$ cat src/rtl/xss_pkg.sv
// Shared types and constants for the XY scan stepper.
package xss_pkg;

  localparam int OPCODE_W = 4;
  localparam int POS_W    = 32;
  localparam int AMOUNT_W = 9;
  localparam int CFG_W    = 31;
  localparam int PADDR_W  = 3;
  localparam int PDATA_W  = 32;
  localparam int ITER_W   = 5;
  localparam logic [ITER_W-1:0] ITER_LAST = '1;

  localparam logic [CFG_W-1:0] MAX_STEP_RST      = CFG_W'(167772);
  localparam logic [CFG_W-1:0] SETTLE_MARGIN_RST = CFG_W'(168);

  localparam logic [0:0] REG_MAX_STEP      = 1'b0;
  localparam logic [0:0] REG_SETTLE_MARGIN = 1'b1;

  typedef enum logic [OPCODE_W-1:0] {
    OP_TICK      = 4'd0,
    OP_SETPOINT  = 4'd1,
    OP_LOAD      = 4'd2,
    OP_CONFIGURE = 4'd3,
    OP_RUN       = 4'd4,
    OP_PAUSE     = 4'd5,
    OP_RESUME    = 4'd6,
    OP_STOP      = 4'd7,
    OP_ABORT     = 4'd8,
    OP_REWIND    = 4'd9
  } opcode_t;

  typedef enum logic [1:0] {
    MODE_IDLE    = 2'd0,
    MODE_READY   = 2'd1,
    MODE_RUNNING = 2'd2,
    MODE_PAUSED  = 2'd3
  } mode_t;

  typedef enum logic [1:0] {
    ERR_NONE  = 2'd0,
    ERR_MODE  = 2'd1,
    ERR_EMPTY = 2'd2
  } err_t;

  typedef enum logic [3:0] {
    DP_NONE,
    DP_CAPTURE,
    DP_EXEC,
    DP_PREP,
    DP_SQUARE,
    DP_SUM,
    DP_COMPARE,
    DP_ROOT_STEP,
    DP_SCALE,
    DP_DIV_INIT,
    DP_DIV_STEP,
    DP_STEP,
    DP_ADVANCE,
    DP_TAKE,
    DP_REPLY
  } dp_op_t;

  typedef struct packed {
    dp_op_t op;
  } dp_cmd_t;

  typedef struct packed {
    logic is_tick;
    logic moving;
    logic running;
    logic rewind_go;
    logic near;
    logic at_target;
    logic can_advance;
  } dp_stat_t;

endpackage

$ cat src/rtl/xss_ctrl.sv
// Sequencer for the scan stepper: decode, motion math steps, table fetch, reply.
module xss_ctrl import xss_pkg::*; (
  input  logic     clk,
  input  logic     rst,
  input  logic     in_fire,
  input  logic     out_room,
  input  dp_stat_t stat,
  output logic     in_ready,
  output dp_cmd_t  cmd
);

  typedef enum logic [3:0] {
    S_IDLE, S_DECODE, S_SQUARE, S_SUM, S_COMPARE, S_ROOT, S_SCALE, S_DIV_INIT,
    S_DIVIDE, S_STEP, S_ADVANCE, S_FETCH, S_TAKE, S_REPLY
  } state_t;

  state_t              state, state_next;
  logic [ITER_W-1:0]   iter;

  assign in_ready = (state == S_IDLE);

  always_comb begin
    state_next = state;
    cmd.op     = DP_NONE;
    case (state)
      S_IDLE: begin
        if (in_fire) begin
          cmd.op     = DP_CAPTURE;
          state_next = S_DECODE;
        end
      end
      S_DECODE: begin
        if (stat.is_tick) begin
          if (stat.moving) begin
            cmd.op     = DP_PREP;
            state_next = S_SQUARE;
          end else if (stat.running) begin
            state_next = S_ADVANCE;
          end else begin
            state_next = S_REPLY;
          end
        end else begin
          cmd.op     = DP_EXEC;
          state_next = stat.rewind_go ? S_FETCH : S_REPLY;
        end
      end
      S_SQUARE: begin
        cmd.op     = DP_SQUARE;
        state_next = S_SUM;
      end
      S_SUM: begin
        cmd.op     = DP_SUM;
        state_next = S_COMPARE;
      end
      S_COMPARE: begin
        cmd.op = DP_COMPARE;
        if (!stat.near) state_next = S_ROOT;
        else state_next = stat.running ? S_ADVANCE : S_REPLY;
      end
      S_ROOT: begin
        cmd.op = DP_ROOT_STEP;
        if (iter == ITER_LAST) state_next = S_SCALE;
      end
      S_SCALE: begin
        cmd.op     = DP_SCALE;
        state_next = S_DIV_INIT;
      end
      S_DIV_INIT: begin
        cmd.op     = DP_DIV_INIT;
        state_next = S_DIVIDE;
      end
      S_DIVIDE: begin
        cmd.op = DP_DIV_STEP;
        if (iter == ITER_LAST) state_next = S_STEP;
      end
      S_STEP: begin
        cmd.op     = DP_STEP;
        state_next = stat.running ? S_ADVANCE : S_REPLY;
      end
      S_ADVANCE: begin
        cmd.op     = DP_ADVANCE;
        state_next = (stat.at_target && stat.can_advance) ? S_FETCH : S_REPLY;
      end
      S_FETCH: begin
        state_next = S_TAKE;
      end
      S_TAKE: begin
        cmd.op     = DP_TAKE;
        state_next = S_REPLY;
      end
      S_REPLY: begin
        if (out_room) begin
          cmd.op     = DP_REPLY;
          state_next = S_IDLE;
        end
      end
      default: state_next = S_IDLE;
    endcase
  end

  always_ff @(posedge clk) begin
    if (rst) begin
      state <= S_IDLE;
      iter  <= '0;
    end else begin
      state <= state_next;
      if (state == S_ROOT || state == S_DIVIDE) iter <= iter + 1'b1;
      else iter <= '0;
    end
  end

endmodule

$ cat config.mk
export PLATFORM = sky130hd
export DESIGN_NAME = xss_ctrl
export DESIGN_NICKNAME = d
export VERILOG_FILES = /design/src/rtl/xss_pkg.sv /design/src/rtl/xss_ctrl.sv
export SDC_FILE = /design/constraint.sdc
export NUM_CORES = 1
export LEC_CHECK = 0
export ABC_CLOCK_PERIOD_IN_PS = 1800
export BUFFER_PORTS_ARGS = -buffer_cell sky130_fd_sc_hd__buf_2
export CORE_UTILIZATION = 45
export DETAILED_ROUTE_END_ITERATION = 10
export PLACE_DENSITY = 0.68
export SKIP_CTS_REPAIR_TIMING = 1
export SYNTH_ARGS = -nofsm -noshare
export SYNTH_HDL_FRONTEND = slang
export SYNTH_SLANG_ARGS = --single-unit
export TNS_END_PERCENT = 100
$ cat constraint.sdc
create_clock -name clk -period 1.8 [get_ports clk]
set_input_delay 0.18 -clock clk [delete_from_list [all_inputs] [get_ports clk]]
set_output_delay 0.18 -clock clk [all_outputs]
set_load 0.03 [all_outputs]
==> impl_metrics.ini, run 1 <==
[setup_path]
crit_start = state[1]
r2r-start = iter[0]
critical_path_required_ps = 1620
reg2reg_slack_ps = 130
r2r-end = state[3]
critical-path-max-stage-delay_ps = 520
criticalPathCategory = reg2out
endpoint = cmd[2]
crit_fanout = 10
worst_ep_arrival_time_ps = 1540
cp_slowest_cell = dfxtp_1
worstRegToRegCells = 6
critical_path.startpoint_type = register
crit_chain = buf_4 -> xnor2_1 -> a21oi_1 -> a31o_2 -> buf_2
crit_path_end_kind = primary output

[place]
dp_hpwl_um = 1330
portBuffers = 15
dp_slack_ps = 128
place_congestion = 0.834

[drt]
num_vias = 802
drt_drc_violations_left = 0
vias_per_cell = 5.94
wl_per_cell_um = 12.5
wirelength_um = 1690
drtIter0Drc = 23
drt_pass1_iterations = 4
antenna_left = 0

[worst_hold_path]
hp-class = in2reg

[clock_tree]
htreeDepth = 1
clock_sinks = 9
clk_path_buf_depth = 2
cts_tree = done
cts.reportedPaths.clkPinSlew_ps = 60
cts_buffers = 3
insertion_delay_ps = 260
cts_root_buffer = clkbuf_4

[power_and_ir_drop]
p_total_mw = 1.53
intPower_mw = 0.768
swShare_pct = 49.7
pwr-share-comb_pct = 66.8
p_clk_share_pct = 9.9
peakVddDrop_mv = 1.10
power.density_nw_per_um2 = 1690
p_leak_nw = 0.376
pwr-share-seq_pct = 23.3
p_sw_mw = 0.761

[grt]
grt_pass1_wl_um = 3040
grt_usage_pct = 21.2
overflow = 0
antenna_found_initial = 0
grt_pass1_vias = 690
grt_max_degree = 14

[logic_synthesis]
syn_area_um2 = 746
seq_area_frac_synth_pct = 24.2
syn_avg_cell_area_um2 = 7.46
synth_seq_cells = 9
synth_nets = 113
synth_cells = 100
synth.distinct_cells = 41
yosysWarnings = 0

[finish]
drive_above_1_share_pct = 28.6
fin_util_pct = 59.4
fin_nets = 133
layout_common_cells = buf_2, nor2_1, o21ai_0, nand2_1
area_delta_synth_final_pct = 21.5
final_common_cell = buf_2
diodes = 0

[floorplanning]
io_pins = 16
die-height_um = 42.7
dieWidth_um = 42.7
num_rows = 14
start_util_pct = 48.9
die-area_um2 = 1820
coreArea_um2 = 1520

[sta]
fin_ws_ps = 77.4
period_minus_slack_ps = 1720
rsz0062_at_grt = false
fmax_mhz = 581
worst_slew_pin_slew_ps = 381
finClkSkew_ps = 3.78
period_share_pct = 95.7
relSlewSlack_pct = 74.3
slew_viol_final = 0
finalHoldViolCount = 0
setup_viol_count_final = 0

[status]
outcome = complete, no violations

[run]
cap_violations = 0
==> registers in the layout, summed over array words and instances (netlist names) <==
| signal | cells |
|---|---|
| iter | 5 |
| state | 4 |
==> metrics by stage <==
stage / instance area [um^2] / setup TNS [ps] / hold slack (ps) / cells
finish: 906 / 0 / 122 / 135
global placement: 875 / 0 / 394 / 131
detailed placement: 875 / 0 / 397 / 131
floorplan: 752 / -6.14 / 249 / 100
global route: 906 / 0 / 138 / 135
CTS: 901 / -24.3 / 119 / 135
==> worst min path at each step <==
| stage | startpoint | endpoint | slack, ps | depth (start not counted) |
|---|---|---|---|---|
| floorplan | rst | state[3] | 250 | 1 |
| global placement | rst | state[3] | 390 | 2 |
| detailed placement | rst | state[3] | 400 | 2 |
| CTS | rst | state[3] | 120 | 2 |
| global route | rst | state[3] | 140 | 2 |
| finish | rst | state[3] | 120 | 2 |
==> cell type report <==
cell class / instances / area [um^2]
Inverter: 3 / 11.3
Timing Repair Buffer: 23 / 148
Fill cell: 142 / 618
Sequential cell: 9 / 183
Multi-Input combinational cell: 80 / 518
Clock buffer: 4 / 26.3
Tap cell: 16 / 20.0
==> synthesized netlist by cell type <==
cell	instances	area share, %
and2_1	3	2.5
buf_6	1	1.5
nand2b_1	2	1.7
nor2_1	8	4.0
o2bb2ai_1	1	1.2
and3_1	1	0.84
inv_1	3	1.5
nor4b_1	1	1.2
o31ai_1	1	1.0
nand3b_1	2	2.0
a21oi_1	7	4.7
o21bai_1	1	1.0
a31oi_1	1	0.84
o22ai_1	2	1.7
buf_1	1	0.50
or2_2	1	0.84
a21boi_0	1	1.0
a211oi_2	1	1.7
o211ai_1	1	1.0
a32o_1	2	2.7
nand4_1	1	0.84
ha_1	2	3.4
dfxtp_1	9	24
o21ai_0	8	5.4
or4_1	2	2.0
xnor2_1	2	2.3
buf_2	6	4.0
a32oi_1	1	1.2
a222oi_1	1	1.3
nand4b_1	1	1.2
a211oi_1	2	2.0
a21oi_2	1	1.2
a31o_2	1	1.2
o32ai_1	1	1.2
nand3_1	2	1.3
nor4_1	2	1.7
nor3_1	1	0.67
nor2b_1	5	4.2
nand2_1	8	4.0
xor2_1	2	2.3
a22oi_1	1	1.0
==> layer usage <==
metal / wire, um / share of wire (%) / global-route usage, %
met1: 847 / 50 / 32.0
met2: 741 / 44 / 30.6
met3: 103 / 6.1 / 5.11
met4: 0 / 0 / 3.75
met5: 0 / 0 / 0
==> logic make-up after synthesis <==
group                      after synthesis  share of synthesized area, %
and+or+nand+nor                         40                          29.0
DFF                                      9                          24.2
xor gates and xnor gates                 4                          4.70
AOI/OAI and AO/OA                       34                          31.2
adders and majority gates                2                          3.36
buffers and inverters                   11                          7.55
==> critical path: cells and delay by family (launching register included) <==
kind / cells / cell delay (ps)
AOI/OAI and AO/OA: 2 / 260
DFF: 1 / 520
buffers and inverters: 2 / 370
xor gates and xnor gates: 1 / 120
==> power groups by stage <==
stage               registers (mW)  logic [mW]  clock network, mW
global placement             0.357        1.01                  0
floorplan                    0.270       0.820                  0
CTS                          0.349        1.02              0.154
global route                 0.371        1.12              0.165
finish                       0.357        1.02              0.151
detailed placement           0.353        1.02                  0
No activity file was read; power rests on OpenSTA's default activity.
==> run 2: changes to the inputs <==
--- a/config.mk
+++ b/config.mk
@@ -7,9 +7,9 @@
 export LEC_CHECK = 0
 export ABC_CLOCK_PERIOD_IN_PS = 1800
 export BUFFER_PORTS_ARGS = -buffer_cell sky130_fd_sc_hd__buf_2
-export CORE_UTILIZATION = 45
+export CORE_UTILIZATION = 52
 export DETAILED_ROUTE_END_ITERATION = 10
-export PLACE_DENSITY = 0.68
+export PLACE_DENSITY = 0.77
 export SKIP_CTS_REPAIR_TIMING = 1
 export SYNTH_ARGS = -nofsm -noshare
 export SYNTH_HDL_FRONTEND = slang
==> impl_metrics.ini, run 2 (synthesis results as in run 1) <==
[status]
outcome = complete, no violations

[place]
dp_hpwl_um = 1300
portBuffers = 15
place_area_um2 = 853
place_congestion = 0.814
dp_slack_ps = 104

[finish]
top_register = iter
design_area_um2 = 893
largest_reg_flops = 5
n_fill_cell = 115
final_common_cell = buf_2
area_delta_synth_final_pct = 19.8
diodes = 0
top_regs = iter (5), state (4)
fin_nets = 132
drive_above_1_share_pct = 28.8
layout_common_cells = buf_2, nor2_1, o21ai_0, nand2_1

[setup_path]
worstRegToRegCells = 6
reg2reg_slack_ps = 110
critical-path-max-stage-delay_ps = 510
path_common_cell = ha_1
critical_path_required_ps = 1990
criticalPathCategory = reg2reg
r2r-end = state[3]
crit_start = iter[0]
worst_ep_arrival_time_ps = 1890
crit_fanout = 3
critical_path.startpoint_type = register
cp_slowest_cell = or4_1
crit_chain = ha_1 -> and3_1 -> ha_1 -> nor2b_1 -> or4_1 -> a21oi_1
r2r-start = iter[0]
crit_path_end_kind = register

[sta]
setup_viol_count_final = 0
finalHoldViolCount = 0
fin_ws_ps = 107
rsz0062_at_grt = false
finClkSkew_ps = 5.75
relSlewSlack_pct = 74.4
worst_slew_pin_slew_ps = 378
slew_viol_final = 0
period_minus_slack_ps = 1690
period_share_pct = 94.0
fmax_mhz = 591

[grt]
grt_usage_pct = 24.9
use_met2_pct = 37.9
overflow = 0
met3_usage_pct = 10.2
grt_max_degree = 15
grt_pass1_vias = 619
grt.met1_usage_pct = 34.2
antenna_found_initial = 0
grt_pass1_wl_um = 2640
grt_busiest_layer = met2

[clock_tree]
cts_tree = done
clk_path_buf_depth = 2
htreeDepth = 1
clock_sinks = 9
cts.reportedPaths.clkPinSlew_ps = 60
insertion_delay_ps = 260
cts_root_buffer = clkbuf_4
cts_buffers = 3

[floorplanning]
die-area_um2 = 1590
coreArea_um2 = 1320
io_pins = 16
start_util_pct = 56.6
num_rows = 13
dieWidth_um = 39.9
die-height_um = 39.9

[drt]
drt_pass1_iterations = 4
num_vias = 805
antenna_left = 0
wl_per_cell_um = 12.8
drtIter0Drc = 44
wirelength_um = 1700
vias_per_cell = 6.05
drt_drc_violations_left = 0

[power_and_ir_drop]
p_clk_share_pct = 10.0
pwr-share-comb_pct = 66.6
intPower_mw = 0.751
p_sw_mw = 0.754
p_leak_nw = 0.374
power.density_nw_per_um2 = 1680
swShare_pct = 50.1
pwr-share-seq_pct = 23.5
peakVddDrop_mv = 0.744

[run]
cap_violations = 0

[worst_hold_path]
worstHoldEndpoint = state[3]
holdPathStages = 2
hp-class = in2reg
hp-start = rst
==> run 2: cell count changes in the layout (fill, tap and decap cells not counted), sizes merged <==
cell / change
buf: -1
==> run 2: worst max path at each step <==
stage	end	cells past startpoint
6_report	state[3]	6
5_1_grt	state[2]	8
3_5_place_dp	state[2]	8
3_3_place_gp	state[2]	8
4_1_cts	cmd[3]	5
2_1_floorplan	cmd[1]	4
==> run 2: power groups by stage <==
stage               logic [mW]  registers [mW]  clock network [mW]
CTS                      0.989           0.340               0.157
floorplan                0.820           0.270                   0
global placement         0.974           0.342                   0
detailed placement       0.986           0.343                   0
global route              1.11           0.362               0.167
finish                    1.00           0.353               0.150
==> run 2: area by class of cell <==
cell class                      count  area, um^2  area share [%]
Sequential cell                     9         186            20.9
Multi-Input combinational cell     80         523            58.5
Clock buffer                        4        26.3            2.94
Timing Repair Buffer               22         128            14.3
Inverter                            3        11.3            1.26
Tap cell                           15        18.8            2.10
==> run 2: routing by layer <==
metal	part of all wire, %	wire length (um)
met1	48	818
met2	43	732
met3	8.0	136
met4	0.53	9
met5	0	0
==> run 2: stage by stage <==
stage          hold WS, ps  util (%)  cells  total power [mW]  TNS [ps]
6_report               130      67.8    133              1.51         0
5_1_grt                123      67.8    133              1.64         0
4_1_cts                127      66.8    133              1.49      -107
3_5_place_dp           402      64.8    129              1.33         0
3_3_place_gp           401      64.8    129              1.32         0
2_1_floorplan          249         -    100              1.09     -6.14
==> run 2: critical path, delay by kind of cell, from the launching register on <==
| family | cells | cell delay [ps] |
|---|---|---|
| fa+ha+maj | 2 | 380 |
| simple gates | 3 | 750 |
| flops | 1 | 350 |
| compound gates | 1 | 150 |
